[config.mk]
export PLATFORM = sky130hd
export DESIGN_NAME = binary_chain_transition_swap_flat
export DESIGN_NICKNAME = d
export VERILOG_FILES = /design/src/rtl/bcts_pkg.sv /design/src/rtl/bcts_in_if.sv /design/src/rtl/bcts_out_if.sv /design/src/rtl/bcts_cfg_if.sv /design/src/rtl/bcts_chain_mem.sv /design/src/rtl/binary_chain_transition_swap.sv /design/src/flat_wrapper.sv
export VERILOG_INCLUDE_DIRS = /design/src /design/src/rtl
export SDC_FILE = /design/constraint.sdc
export NUM_CORES = 2
export LEC_CHECK = 0
export ABC_AREA = 1
export BUFFER_PORTS_ARGS = -buffer_cell sky130_fd_sc_hd__clkbuf_2
export CORE_ASPECT_RATIO = 1.1
export CORE_MARGIN = 5
export CORE_UTILIZATION = 55
export CTS_BUF_LIST = sky130_fd_sc_hd__clkbuf_8
export DETAILED_ROUTE_END_ITERATION = 8
export PLACE_DENSITY = 0.7
export SLEW_MARGIN = 40
export SYNTH_ARGS = -nofsm -noshare
export SYNTH_HDL_FRONTEND = slang
export SYNTH_SLANG_ARGS = --single-unit
[constraint.sdc]
create_clock -name clk -period 16.85 [get_ports clk]
set_clock_uncertainty 0.15 [all_clocks]
set_input_delay 1.685 -clock clk [delete_from_list [all_inputs] [get_ports clk]]
set_output_delay 1.685 -clock clk [all_outputs]
set_load 0.005 [all_outputs]
[src/rtl/binary_chain_transition_swap_defines.svh]
// Assertion macros shared by the swap engine RTL.
// Expects clk and arst_n to be visible where a macro is used.
`ifndef BINARY_CHAIN_TRANSITION_SWAP_DEFINES_SVH
`define BINARY_CHAIN_TRANSITION_SWAP_DEFINES_SVH

// Same-cycle implication, switched off while in reset
`define BCTS_ASSERT_IMP(lbl, ante, cons) \
	lbl: assert property (@(posedge clk) disable iff (!arst_n) (ante) |-> (cons)) \
		else $error("bcts: implication check failed");

// Next-cycle implication, switched off while in reset
`define BCTS_ASSERT_NXT(lbl, ante, cons) \
	lbl: assert property (@(posedge clk) disable iff (!arst_n) (ante) |=> (cons)) \
		else $error("bcts: next-cycle check failed");

`endif

[src/rtl/bcts_pkg.sv]
// Shared widths, command codes and register indexes for the swap engine.
// No dependencies.
package bcts_pkg;

	localparam int unsigned CMD_W      = 2;
	localparam int unsigned IDX_W      = 10;
	localparam int unsigned LEN_W      = 11;
	localparam int unsigned CNT_W      = 16;
	localparam int unsigned CFG_IDX_W  = 2;
	localparam int unsigned CFG_DATA_W = 16;

	localparam int unsigned DEF_MAX_LENGTH = 1024;

	localparam logic [CMD_W-1:0] CMD_WRITE = 2'd0;
	localparam logic [CMD_W-1:0] CMD_SWAP  = 2'd1;
	localparam logic [CMD_W-1:0] CMD_READ  = 2'd2;

	localparam logic [CFG_IDX_W-1:0] REG_CHAIN_LENGTH   = 2'd0;
	localparam logic [CFG_IDX_W-1:0] REG_BATCH_ATTEMPTS = 2'd1;

	localparam logic [LEN_W-1:0] RST_CHAIN_LENGTH   = 11'd1024;
	localparam logic [CNT_W-1:0] RST_BATCH_ATTEMPTS = 16'd1;

endpackage

[src/rtl/bcts_in_if.sv]
// Command channel of the swap engine: valid/ready plus one command item.
// Depends on bcts_pkg.
interface bcts_in_if import bcts_pkg::*; ();
	logic             valid;
	logic             ready;
	logic [CMD_W-1:0] command;
	logic [IDX_W-1:0] index_a;
	logic [IDX_W-1:0] index_b;
	logic             bit_value;

	modport source (output valid, command, index_a, index_b, bit_value, input ready);
	modport sink (input valid, command, index_a, index_b, bit_value, output ready);
endinterface

[src/rtl/bcts_out_if.sv]
// Result channel of the swap engine: valid/ready plus one result item.
// Depends on bcts_pkg.
interface bcts_out_if import bcts_pkg::*; ();
	logic valid;
	logic ready;
	logic read_bit;
	logic swapped;
	logic rejected;
	logic batch_done;

	modport source (output valid, read_bit, swapped, rejected, batch_done, input ready);
	modport sink (input valid, read_bit, swapped, rejected, batch_done, output ready);
endinterface

[src/rtl/bcts_cfg_if.sv]
// Register write channel of the swap engine: valid/ready, index and data.
// Depends on bcts_pkg.
interface bcts_cfg_if import bcts_pkg::*; ();
	logic                  valid;
	logic                  ready;
	logic [CFG_IDX_W-1:0]  reg_index;
	logic [CFG_DATA_W-1:0] wr_data;

	modport source (output valid, reg_index, wr_data, input ready);
	modport sink (input valid, reg_index, wr_data, output ready);
endinterface

[src/rtl/bcts_chain_mem.sv]
// Single-port bit store holding the chain, registered read data.
// No package dependencies.
module bcts_chain_mem #(
	parameter int unsigned DEPTH = 1024,
	parameter int unsigned AW    = 10
) (
	input  logic          clk,
	input  logic          we,
	input  logic [AW-1:0] addr,
	input  logic          wdata,
	output logic          rdata
);

	logic store [DEPTH];

	// read-first: a write cycle returns the old contents
	always_ff @(posedge clk) begin
		if (we) begin
			store[addr] <= wdata;
		end
		rdata <= store[addr];
	end

endmodule

[src/rtl/binary_chain_transition_swap.sv]
// Swap engine top: one item in flight. A write passes S_WRITE, a read S_READ and S_EVAL, a
// swap S_READ and S_EVAL, then S_WRITE when exchanged (six reads, then two writes, through the
// single port of the chain memory); rejected, same-index or unused commands go straight to S_FIN.
// Items are taken only in S_IDLE; a waiting result holds the next in S_FIN.
// arst_n clears the registers, the attempt counter and the sequencer; the chain store is
// not cleared and holds nothing defined until written.
`include "binary_chain_transition_swap_defines.svh"

module binary_chain_transition_swap import bcts_pkg::*; #(
	parameter int unsigned MAX_LENGTH = DEF_MAX_LENGTH
) (
	input  logic       clk,
	input  logic       arst_n,
	bcts_cfg_if.sink   cfg,
	bcts_in_if.sink    items,
	bcts_out_if.source results
);

	localparam int unsigned AW     = (MAX_LENGTH > 1) ? $clog2(MAX_LENGTH) : 1;
	localparam int unsigned XW     = (AW > LEN_W) ? AW : LEN_W;
	localparam int unsigned LCAP   = (MAX_LENGTH < 2047) ? MAX_LENGTH : 2047;
	localparam logic [LEN_W-1:0] LCAP_V = LEN_W'(LCAP);

	localparam logic [2:0] SLOT_A_LO = 3'd0;
	localparam logic [2:0] SLOT_A_HI = 3'd1;
	localparam logic [2:0] SLOT_B_LO = 3'd2;
	localparam logic [2:0] SLOT_B_HI = 3'd3;
	localparam logic [2:0] SLOT_A    = 3'd4;
	localparam logic [2:0] SLOT_B    = 3'd5;

	typedef enum logic [4:0] {
		S_IDLE  = 5'b00001,
		S_READ  = 5'b00010,
		S_EVAL  = 5'b00100,
		S_WRITE = 5'b01000,
		S_FIN   = 5'b10000
	} state_t;

	state_t          state_q;
	logic [LEN_W-1:0] cfg_len_q;
	logic [CNT_W-1:0] cfg_batch_q;
	logic [CNT_W-1:0] cnt_q;
	logic [CMD_W-1:0] cmd_q;
	logic [LEN_W-1:0] a_q;
	logic [LEN_W-1:0] b_q;
	logic [2:0]       slot_q;
	logic [2:0]       last_q;
	logic             wr_second_q;
	logic             wr_a_data_q;
	logic             wr_b_data_q;
	logic             rd_vld_s1;
	logic [2:0]       rd_slot_s1;
	logic [5:0]       nbr_q;
	logic             res_read_q;
	logic             res_swapped_q;
	logic             res_rej_q;
	logic             res_done_q;
	logic             out_valid_q;
	logic             out_read_q;
	logic             out_swapped_q;
	logic             out_rej_q;
	logic             out_done_q;

	logic [LEN_W-1:0] eff_len;
	logic [LEN_W-1:0] len_top;
	logic [LEN_W-1:0] a_ext;
	logic [LEN_W-1:0] b_ext;
	logic             a_in_range;
	logic             a_ok;
	logic             b_ok;
	logic [CNT_W-1:0] cnt_next;
	logic [CNT_W-1:0] limit;
	logic             batch_hit;
	logic             accept;
	logic             out_load;

	state_t           acc_state;
	logic             acc_rej;
	logic [2:0]       acc_slot;
	logic [2:0]       acc_last;

	logic [5:0]       merged;
	logic [1:0]       sum_a;
	logic [1:0]       sum_b;
	logic             adjacent;
	logic             a_below_b;
	logic             swap_ok;

	logic [LEN_W-1:0] addr_idx;
	logic [XW-1:0]    addr_ext;
	logic [AW-1:0]    mem_addr;
	logic             mem_we;
	logic             mem_wdata;
	logic             mem_rdata;

	// ---------------- item checks at transfer ----------------
	assign eff_len    = (cfg_len_q < LCAP_V) ? cfg_len_q : LCAP_V;
	assign len_top    = eff_len - LEN_W'(2);
	assign a_ext      = {1'b0, items.index_a};
	assign b_ext      = {1'b0, items.index_b};
	assign a_in_range = a_ext < eff_len;
	assign a_ok       = (eff_len >= LEN_W'(3)) && (a_ext != '0) && (a_ext <= len_top);
	assign b_ok       = (eff_len >= LEN_W'(3)) && (b_ext != '0) && (b_ext <= len_top);

	assign cnt_next  = cnt_q + CNT_W'(1);
	assign limit     = (cfg_batch_q == '0) ? CNT_W'(1) : cfg_batch_q;
	assign batch_hit = (cnt_next == '0) || (cnt_next >= limit);

	assign items.ready = (state_q == S_IDLE);
	assign accept      = items.valid && items.ready;
	assign cfg.ready   = 1'b1;

	// where an accepted item goes next
	always_comb begin
		acc_state = S_FIN;
		acc_rej   = 1'b0;
		acc_slot  = SLOT_A_LO;
		acc_last  = SLOT_B;
		case (items.command)
			CMD_WRITE: begin
				if (a_in_range) begin
					acc_state = S_WRITE;
				end else begin
					acc_rej = 1'b1;
				end
			end
			CMD_READ: begin
				if (a_in_range) begin
					acc_slot  = SLOT_A;
					acc_last  = SLOT_A;
					acc_state = S_READ;
				end else begin
					acc_rej = 1'b1;
				end
			end
			CMD_SWAP: begin
				if (!(a_ok && b_ok)) begin
					acc_rej = 1'b1;
				end else if (a_ext != b_ext) begin
					acc_state = S_READ;
				end
			end
			default: ;
		endcase
	end

	// ---------------- swap decision ----------------
	always_comb begin
		merged         = nbr_q;
		merged[last_q] = mem_rdata;
	end

	assign sum_a     = {1'b0, merged[SLOT_A_LO]} + {1'b0, merged[SLOT_A_HI]};
	assign sum_b     = {1'b0, merged[SLOT_B_LO]} + {1'b0, merged[SLOT_B_HI]};
	assign adjacent  = (a_q + LEN_W'(1) == b_q) || (b_q + LEN_W'(1) == a_q);
	assign a_below_b = a_q < b_q;
	// adjacent pair: outer neighbours are a-1/b+1 or b-1/a+1
	assign swap_ok   = adjacent ?
		(a_below_b ? (merged[SLOT_A_LO] == merged[SLOT_B_HI])
		           : (merged[SLOT_B_LO] == merged[SLOT_A_HI])) :
		(sum_a == sum_b);

	// ---------------- memory port ----------------
	always_comb begin
		addr_idx = a_q;
		if (state_q == S_READ) begin
			case (slot_q)
				SLOT_A_LO: addr_idx = a_q - LEN_W'(1);
				SLOT_A_HI: addr_idx = a_q + LEN_W'(1);
				SLOT_B_LO: addr_idx = b_q - LEN_W'(1);
				SLOT_B_HI: addr_idx = b_q + LEN_W'(1);
				SLOT_B:    addr_idx = b_q;
				default:   addr_idx = a_q;
			endcase
		end else if (state_q == S_WRITE && wr_second_q) begin
			addr_idx = b_q;
		end
	end

	assign addr_ext  = XW'(addr_idx);
	assign mem_addr  = addr_ext[AW-1:0];
	assign mem_we    = (state_q == S_WRITE);
	assign mem_wdata = wr_second_q ? wr_b_data_q : wr_a_data_q;

	bcts_chain_mem #(
		.DEPTH (MAX_LENGTH),
		.AW    (AW)
	) u_mem (
		.clk   (clk),
		.we    (mem_we),
		.addr  (mem_addr),
		.wdata (mem_wdata),
		.rdata (mem_rdata)
	);

	assign out_load = (state_q == S_FIN) && (!out_valid_q || results.ready);

	// ---------------- sequencer ----------------
	always_ff @(posedge clk or negedge arst_n) begin
		if (!arst_n) begin
			state_q       <= S_IDLE;
			cfg_len_q     <= RST_CHAIN_LENGTH;
			cfg_batch_q   <= RST_BATCH_ATTEMPTS;
			cnt_q         <= '0;
			cmd_q         <= CMD_WRITE;
			a_q           <= '0;
			b_q           <= '0;
			slot_q        <= '0;
			last_q        <= '0;
			wr_second_q   <= 1'b0;
			wr_a_data_q   <= 1'b0;
			wr_b_data_q   <= 1'b0;
			rd_vld_s1     <= 1'b0;
			rd_slot_s1    <= '0;
			nbr_q         <= '0;
			res_read_q    <= 1'b0;
			res_swapped_q <= 1'b0;
			res_rej_q     <= 1'b0;
			res_done_q    <= 1'b0;
			out_valid_q   <= 1'b0;
			out_read_q    <= 1'b0;
			out_swapped_q <= 1'b0;
			out_rej_q     <= 1'b0;
			out_done_q    <= 1'b0;
		end else begin
			if (cfg.valid) begin
				case (cfg.reg_index)
					REG_CHAIN_LENGTH:   cfg_len_q   <= cfg.wr_data[LEN_W-1:0];
					REG_BATCH_ATTEMPTS: cfg_batch_q <= cfg.wr_data;
					default: ;
				endcase
			end

			rd_vld_s1  <= (state_q == S_READ);
			rd_slot_s1 <= slot_q;
			if (rd_vld_s1) begin
				nbr_q[rd_slot_s1] <= mem_rdata;
			end

			if (out_load) begin
				out_valid_q   <= 1'b1;
				out_read_q    <= res_read_q;
				out_swapped_q <= res_swapped_q;
				out_rej_q     <= res_rej_q;
				out_done_q    <= res_done_q;
			end else if (out_valid_q && results.ready) begin
				out_valid_q <= 1'b0;
			end

			unique case (state_q)
				S_IDLE: begin
					if (accept) begin
						cmd_q         <= items.command;
						a_q           <= a_ext;
						b_q           <= b_ext;
						wr_a_data_q   <= items.bit_value;
						wr_second_q   <= 1'b0;
						res_read_q    <= 1'b0;
						res_swapped_q <= 1'b0;
						res_rej_q     <= acc_rej;
						res_done_q    <= (items.command == CMD_SWAP) && batch_hit;
						slot_q        <= acc_slot;
						last_q        <= acc_last;
						state_q       <= acc_state;
						if (items.command == CMD_SWAP) begin
							cnt_q <= batch_hit ? '0 : cnt_next;
						end
					end
				end
				S_READ: begin
					slot_q <= slot_q + 3'd1;
					if (slot_q == last_q) begin
						state_q <= S_EVAL;
					end
				end
				S_EVAL: begin
					if (cmd_q == CMD_READ) begin
						res_read_q <= merged[SLOT_A];
						state_q    <= S_FIN;
					end else if (swap_ok) begin
						res_swapped_q <= 1'b1;
						wr_a_data_q   <= merged[SLOT_B];
						wr_b_data_q   <= merged[SLOT_A];
						state_q       <= S_WRITE;
					end else begin
						state_q <= S_FIN;
					end
				end
				S_WRITE: begin
					if (cmd_q == CMD_WRITE || wr_second_q) begin
						state_q <= S_FIN;
					end else begin
						wr_second_q <= 1'b1;
					end
				end
				S_FIN: begin
					if (out_load) begin
						state_q <= S_IDLE;
					end
				end
				default: state_q <= S_IDLE;
			endcase
		end
	end

	assign results.valid      = out_valid_q;
	assign results.read_bit   = out_read_q;
	assign results.swapped    = out_swapped_q;
	assign results.rejected   = out_rej_q;
	assign results.batch_done = out_done_q;

	// ---------------- checks ----------------
	`BCTS_ASSERT_NXT(a_accept_leaves_idle, accept, state_q != S_IDLE)
	`BCTS_ASSERT_IMP(a_eval_has_last_read, state_q == S_EVAL, rd_vld_s1 && rd_slot_s1 == last_q)
	`BCTS_ASSERT_IMP(a_swap_write_decided, state_q == S_WRITE && cmd_q == CMD_SWAP, res_swapped_q)
	`BCTS_ASSERT_IMP(a_result_exclusive, out_valid_q && (out_swapped_q || out_read_q), !out_rej_q)

endmodule

[src/flat_wrapper.sv]
// flat-port wrapper written by rule: the top's interface ports become plain ports
module binary_chain_transition_swap_flat import bcts_pkg::*;
#(
	parameter int unsigned MAX_LENGTH = DEF_MAX_LENGTH
)
  (clk, arst_n, cfg_valid, cfg_reg_index, cfg_wr_data, cfg_ready, items_valid, items_command, items_index_a, items_index_b, items_bit_value, items_ready, results_valid, results_read_bit, results_swapped, results_rejected, results_batch_done, results_ready);
  bcts_cfg_if cfg_i ();
  bcts_in_if items_i ();
  bcts_out_if results_i ();
  input  logic clk;
  input  logic arst_n;
  input wire logic [$bits(cfg_i.valid)-1:0] cfg_valid;
  input wire logic [$bits(cfg_i.reg_index)-1:0] cfg_reg_index;
  input wire logic [$bits(cfg_i.wr_data)-1:0] cfg_wr_data;
  output wire logic [$bits(cfg_i.ready)-1:0] cfg_ready;
  input wire logic [$bits(items_i.valid)-1:0] items_valid;
  input wire logic [$bits(items_i.command)-1:0] items_command;
  input wire logic [$bits(items_i.index_a)-1:0] items_index_a;
  input wire logic [$bits(items_i.index_b)-1:0] items_index_b;
  input wire logic [$bits(items_i.bit_value)-1:0] items_bit_value;
  output wire logic [$bits(items_i.ready)-1:0] items_ready;
  output wire logic [$bits(results_i.valid)-1:0] results_valid;
  output wire logic [$bits(results_i.read_bit)-1:0] results_read_bit;
  output wire logic [$bits(results_i.swapped)-1:0] results_swapped;
  output wire logic [$bits(results_i.rejected)-1:0] results_rejected;
  output wire logic [$bits(results_i.batch_done)-1:0] results_batch_done;
  input wire logic [$bits(results_i.ready)-1:0] results_ready;
  assign cfg_i.valid = cfg_valid;
  assign cfg_i.reg_index = cfg_reg_index;
  assign cfg_i.wr_data = cfg_wr_data;
  assign cfg_ready = cfg_i.ready;
  assign items_i.valid = items_valid;
  assign items_i.command = items_command;
  assign items_i.index_a = items_index_a;
  assign items_i.index_b = items_index_b;
  assign items_i.bit_value = items_bit_value;
  assign items_ready = items_i.ready;
  assign results_valid = results_i.valid;
  assign results_read_bit = results_i.read_bit;
  assign results_swapped = results_i.swapped;
  assign results_rejected = results_i.rejected;
  assign results_batch_done = results_i.batch_done;
  assign results_i.ready = results_ready;
  binary_chain_transition_swap #(.MAX_LENGTH(MAX_LENGTH)) u_core (.clk(clk), .arst_n(arst_n), .cfg(cfg_i), .items(items_i), .results(results_i));
endmodule
* Yosys cells after proc, flatten, opt, wreduce, memory -nomap -nowiden
Memory sizes are Yosys's and may differ from the RTL's. A register that Yosys moved wholly into a read port is not among the register bits. Cells that the tools add are included.
Word-level totals: bits in registers 98, bits in writable memories 1024, bits of input ports 46, logic and storage cells 166, memories 1
Memory list:
- u_core.u_mem.store | words 1024, bits a word 1, rd ports 1, clocked after Yosys merged registers in 1, write ports 1, line bcts_chain_mem.sv:14 | logic store [DEPTH];
Operators by class: add/subtract/negate cells 9, magnitude comparators 11, eq/ne operators 28, muxes and demuxes 52, bitwise gates (word level) 1, reductions and logical operators 40
Operators by type and width (number):
- 2-to-1 mux 5 bit | 10
- case mux 10 bit (5 select lines) | 1
- logical NOT 16 bit | 2
- 2-to-1 mux 16 bit | 2
- case mux 5 bit (5 select lines) | 1
- adder 10 x 1 -> 11 bit (second input constant) | 2
- equality test 11 x 10 -> 1 bit | 2
- less-or-equal comparator 10 x 11 -> 1 bit | 2
- nonzero test 11 bit | 2
- 2-to-1 mux 1 bit | 20
- 2-to-1 mux 10 bit | 2
- subtractor 10 x 1 -> 10 bit (second input constant) | 2
- adder 16 x 1 -> 16 bit (second input constant) | 1
- greater-or-equal comparator 16 bit | 1
- case mux 5 bit (3 select lines) | 1
- bitwise mux 6 bit | 2
- logical AND 1 bit | 12
- 2-to-1 mux 3 bit | 4
- AND reduction 3 bit | 4
- greater-or-equal comparator 11 x 2 -> 1 bit (second input constant) | 1
- < comparator 10 x 11 -> 1 bit | 1
- < comparator 11 bit (second input constant) | 1
- 2-to-1 mux 11 bit | 1
- subtractor 11 x 2 -> 11 bit (second input constant) | 1
- other kinds (33) | 63

* Depth between registers and ports, before layout
depth after elaboration 11, gate-level depth with buffers 27

* Cells and area by module
A second synthesis with hierarchy kept.
Unflattened totals: cell total of the unflattened synthesis 6048, area total of the unflattened synthesis 54397.2 um^2
By module, submodules not included:
- bcts_chain_mem | instances 1, cells an instance 4882, area each 46299.4 um^2, seq. area each 30769.5 um^2
- binary_chain_transition_swap | instances 1, cells an instance 1166, area each 8097.8 um^2, seq. area each 2431.1 um^2

* Worst setup path before layout
Ideal clock, no wire load.
kind register to register, start register u_core.wr_second_q, end memory u_core.u_mem.store[0] (data pin), library setup time 2.700 ns, data arrival time 12.587 ns, required time 14.000 ns, path slack 1.413 ns, cell stages (with the launch flop) 4, buffers on the path 0, period minus slack after synthesis 15.437 ns, cells stage by stage dfrtp_1 -> inv_1 -> nand2_1 -> nand2_1
On the way: cells in the longest elaborated chain, start to end 1
Ends and longest elaborated chain:
- start, declared | line binary_chain_transition_swap.sv:48 | logic wr_second_q;
- start signal, assigned | line binary_chain_transition_swap.sv:210 | wr_second_q <= 1'b0;
- start signal, assigned | line binary_chain_transition_swap.sv:257 | wr_second_q <= 1'b0;
- start signal, assigned | line binary_chain_transition_swap.sv:293 | wr_second_q <= 1'b1;
- 2-to-1 mux 1 bit | line binary_chain_transition_swap.sv:183 | assign mem_wdata = wr_second_q ? wr_b_data_q : wr_a_data_q;
- named net u_core.mem_wdata | line binary_chain_transition_swap.sv:93 | logic mem_wdata;
- end, declared | line bcts_chain_mem.sv:14
The timed path passes the listed nets, and every way through them passes these cells.

* Final worst setup path
start register u_core.slot_q[0], end register u_core.u_mem.rdata (read register of u_core.u_mem.store)
On the way: cells in the longest elaborated chain, start to end 3
Ends and longest elaborated chain:
- start, declared | line binary_chain_transition_swap.sv:46 | logic [2:0] slot_q;
- start signal, assigned | line binary_chain_transition_swap.sv:262 | slot_q <= acc_slot;
- start signal, assigned | line binary_chain_transition_swap.sv:271 | slot_q <= slot_q + 3'd1;
- equality test 3 bit, or another cell as far along | line binary_chain_transition_swap.sv:167 | case (slot_q)
- case mux 10 bit (5 select lines) * | line binary_chain_transition_swap.sv:167
- 2-to-1 mux 10 bit * | line binary_chain_transition_swap.sv:166 | if (state_q == S_READ) begin
- end, declared | line bcts_chain_mem.sv:11 | output logic rdata
Mark *: on every way between the ends. The rest lies on a longest branch, timed or not. A chain may end at the register's enable or synchronous reset.

==> impl_summary.md <==
STA
The hold violation total from the final report came to 0. Setup repair after global routing left no endpoint under its margin. The tightest hold path in the finished design has a slack of 0.293 ns. The slew at the pin closest to its max-slew limit is 0.903 ns. Setup violations remaining at the end of the flow were counted as 0. After routing, the total negative slack on setup checks comes to 0 ns. The setup slack after layout is 11.05 ns. Dividing the final minimum period by the clock period gives 0.344.

The number of max-slew violations in the final report came to 0. The final period demand of the worst path is 5.80 ns. The headroom to the max-slew limit is 0.398. The highest achievable clock rate is 172 MHz.

Clocking
For this design, the CTS-stage hold fixing added 0 buffers. The post-cts sizing count is 0. The count of buffers added by post-CTS timing repair for setup is 0. The clock reaches the later pin of the worst-skew pair after 0.85 ns. The H-tree was split into 4 levels. The clock tree buffer depth is 3. TritonCTS built the clock tree.

The number of clock buffers added by TritonCTS is 182. The number of sinks driven by the clock tree is 1122. CTS placed an instance of clkbuf_8 at the clock tree root. The clock edge transition at the registers on the reported setup and hold paths is 0.06 ns.

Global route
The total routing resource utilization after global routing is 0.295. In the global route stage, met2 resource usage came out at 0.470. The met3 track utilization from global routing is 0.0532. The number of global-route vias before repair is 40888. The global-route track usage on met1 is 0.405. After global routing the overflow that remains totals 0. The number of antenna violations at the first check in global routing is 1. The global-route wire length before repair is 243 mm. The pin count of the biggest net entering global routing is 167. The layer carrying the most global-route usage is met2.

Placed design
The final weighted congestion in routability-driven placement is 0.902. The sum of net half-perimeters after detailed placement is 83.5 mm. Prior to clock tree synthesis, the placed netlist has a worst setup slack of 11.17 ns.

The number of buffers added on ports is 51.

Worst setup path
STA puts the critical path data required time at 17.44 ns. The reg2reg setup slack is 11.05 ns. Of all nets on the critical path, the largest fanout is 129. The count of cells along the worst register-to-register path is 23. The worst path arrival time is 6.39 ns. The startpoint-to-endpoint class of the critical path is reg2reg. The kind of capture point of the worst setup path is a flop.

The sort of element at the start of the critical path is a flop. The worst register-to-register path begins at u_core.slot_q[0]. The endpoint identified for the worst register-to-register timing path is u_core.u_mem.rdata.

Yosys
Counting distinct cell types in the post-synthesis netlist gives 55. The average footprint of a synthesized cell is 8.81 µm². The proportion of synthesized chip area in sequential cells is 0.604.

By area the synthesized netlist is led by edfxtp_1 56%, nand2_1 16%, nor2_1 8.1%, nand3_1 5.6%, dfrtp_1 4.3%. The number of warnings reported in the yosys synthesis log is 0. The largest area contributor in the netlist is edfxtp_1. The count of flip-flops with a built-in enable after synthesis is 1024.

The synthesized design contains 1122 register bits. The most used flip-flop cell after synthesis is edfxtp_1. The async set or reset register ratio after synthesis is 0.0865. In the synthesized netlist, the number of instances is 6240. Of the post-synthesis cell area, the dominant cell type holds 0.559.

The number of nets produced by synthesis is 6350. The post-synth design cell area is 55000 µm².

Route
The average detailed-routed wire length per instance is 21.3 µm. The post-detailed-route via-to-cell ratio is 5.81. For this run, design rule violations remaining after detail routing come to 0. The count of vias placed by the detailed router is 43740.

The length of the first detailed-routing pass in iterations is 6. The post-route antenna net violation count is 0. Summed over all layers, the routed wires come to 160 mm. The number of violations reported at the end of detailed-routing iteration 0 is 6205.

Die
The floorplan die height is 342 µm. The number of primary I/O pins is 53. The initial core utilization is 0.554. The core area is 99200 µm². The area of the die is 106000 µm². The floorplan die width is 311 µm. After floorplanning, the core was divided into 121 placement rows.

Power and ir drop
Of the total power, the share spent switching nets is 0.434. In this run the power density over the cells is 168 nW/µm². The share of total power dissipated in the clock network is 0.216.

Internal power comes to 5.62 mW. For this design the static power due to leakage is 23.1 nW. The share of total power dissipated in combinational logic is 0.415. The switching power of the nets is 4.32 mW. The share of power burned in registers is 0.369.

The worst-case IR drop observed on VDD is 0.181 mV.

Finish
The share of cells above drive strength 1 is 0.0752. The final core utilization is 0.596. From synthesis to final layout, the design area changed by 7.49%.

The number of nets in the finished design is 6208. The number of fill cells in the layout is 8644.

Hold path
The hold path depth is 0. The end of the worst hold path is u_core.rd_slot_s1[0]. The start point of the worst hold path is u_core.slot_q[0]. The path class of the tightest hold or removal check is reg2reg.

Job
Across the run, the number of max-cap violations was 0.

Status
The flow ran to the end, and the final reports show no timing, DRC or antenna violations.
==> per-stage QoR <==
stage | cells | cell area, µm² | power [mW]
floorplan | 6240 | 55000 | 7.10
global placement | 7200 | 55600 | 7.68
detailed placement | 7203 | 55800 | 7.75
CTS | 7528 | 59000 | 9.88
global route | 7531 | 59100 | 10.5
finish | 7531 | 59100 | 9.94
==> cell families after synthesis <==
kind of cell | after synthesis | synth area share
other cells | 1 | 0.0000682
mux | 2 | 0.000410
compound gates | 226 | 0.0227
fa+ha+maj | 64 | 0.0146
flops | 1122 | 0.604
xor+xnor | 39 | 0.00621
simple gates | 4172 | 0.304
buf+inv | 614 | 0.0478
==> routing by layer <==
layer  vias to the layer above  part of all wire
met5                         -                 0
met1                     20878              0.39
met4                         0             0.040
met3                       404              0.11
met2                      2338              0.46
li1                      20120                 -
==> placed cells by master, fill, tap and decap left out, drive strengths merged, types with 2 or more instances in the layout <==
master / netlist / routed
mux2: 2 / 2
o21a: 3 / 3
buf: 321 / 72
o2111ai: 4 / 4
ha: 64 / 64
nand3b: 3 / 3
o21ai: 129 / 129
edfxtp: 1024 / 1024
o211ai: 7 / 7
nand2: 2278 / 2278
a21oi: 59 / 59
o221ai: 3 / 3
clkinvlp: 0 / 9
xnor2: 7 / 7
nor3: 14 / 14
dfstp: 3 / 3
a31oi: 8 / 8
nor2: 1200 / 1200
a21boi: 5 / 5
clkbuf: 127 / 237
clkinv: 5 / 59
inv: 161 / 235
xor2: 32 / 32
nor4: 17 / 17
or2: 8 / 8
dfrtp: 94 / 94
nand3: 617 / 617
nand4: 33 / 33
==> power groups by stage <==
stage               sequential (mW)  combinational, mW  clock [mW]
floorplan                      4.32               2.78           0
global route                   3.68               4.52        2.31
CTS                            3.67               4.03        2.17
finish                         3.67               4.12        2.15
detailed placement             3.73               4.02           0
global placement               3.73               3.95           0
==> cells in the mapped netlist (all sizes together), types with 2 or more instances <==
master   number
ha           64
nand3       617
nor4         17
a31oi         8
inv         161
a21boi        5
o221ai        3
nor2       1200
o21a          3
o211ai        7
o21ai       129
dfstp         3
or2           8
nand4        33
nor3         14
nand2      2278
a21oi        59
nand3b        3
buf         321
clkinv        5
xnor2         7
dfrtp        94
mux2          2
xor2         32
clkbuf      127
o2111ai       4
edfxtp     1024
==> state kept, by name, summed over array words and instances (netlist names), 2 cells and up <==
signal / cells
u_core.a_q: 10
u_core.slot_q: 3
u_core.last_q: 2
u_core.u_mem.store: 1024
u_core.cfg_len_q: 11
u_core.nbr_q: 6
u_core.cfg_batch_q: 16
u_core.b_q: 10
u_core.rd_slot_s1: 3
u_core.cnt_q: 16
u_core.state_q: 5
u_core.cmd_q: 2
==> worst max path at each step <==
stage                            start               endpoint  slack [ns]  cells past startpoint
floorplan           u_core.wr_second_q  u_core.u_mem.store[0]        1.41                      3
detailed placement    u_core.slot_q[0]     u_core.u_mem.rdata       11.17                     26
CTS                   u_core.slot_q[0]     u_core.u_mem.rdata       11.13                     26
finish                u_core.slot_q[0]     u_core.u_mem.rdata       11.05                     23
global placement     u_core.state_q[1]     u_core.u_mem.rdata       10.83                     22
global route          u_core.slot_q[0]     u_core.u_mem.rdata       10.71                     23
==> layout make-up <==
class | instances | area (µm²) | area share
repair buffers | 122 | 938 | 0.0159
flip-flops and latches | 1122 | 33200 | 0.562
diodes | 1 | 2.50 | 0.0000424
clock inverters | 138 | 661 | 0.0112
well taps | 1291 | 1620 | 0.0273
multi-input cells | 4504 | 19400 | 0.329
clock buffers | 187 | 2570 | 0.0436
inverters | 166 | 653 | 0.0111
==> critical path: stages (launching register included) <==
cell and delay [ns]:
dfrtp_1 0.39, inv_1 0.12, ha_1 0.29, o21ai_1 0.34, nand2_1 0.40, nand2_1 0.17
nand4_1 0.30, nand2_8 0.50, clkinv_8 0.64, buf_6 0.55, nand2_1 0.15, nand2_1 0.06
nand2_1 0.06, nand3_1 0.08, nand3_1 0.14, nand2_1 0.12, nor2_1 0.26, nor2_1 0.20
nor2_1 0.18, nand2_1 0.06, nand2_1 0.11, nand2_1 0.07, nor2_1 0.10, nand2_1 0.06
No activity file was read; power rests on OpenSTA's default activity.
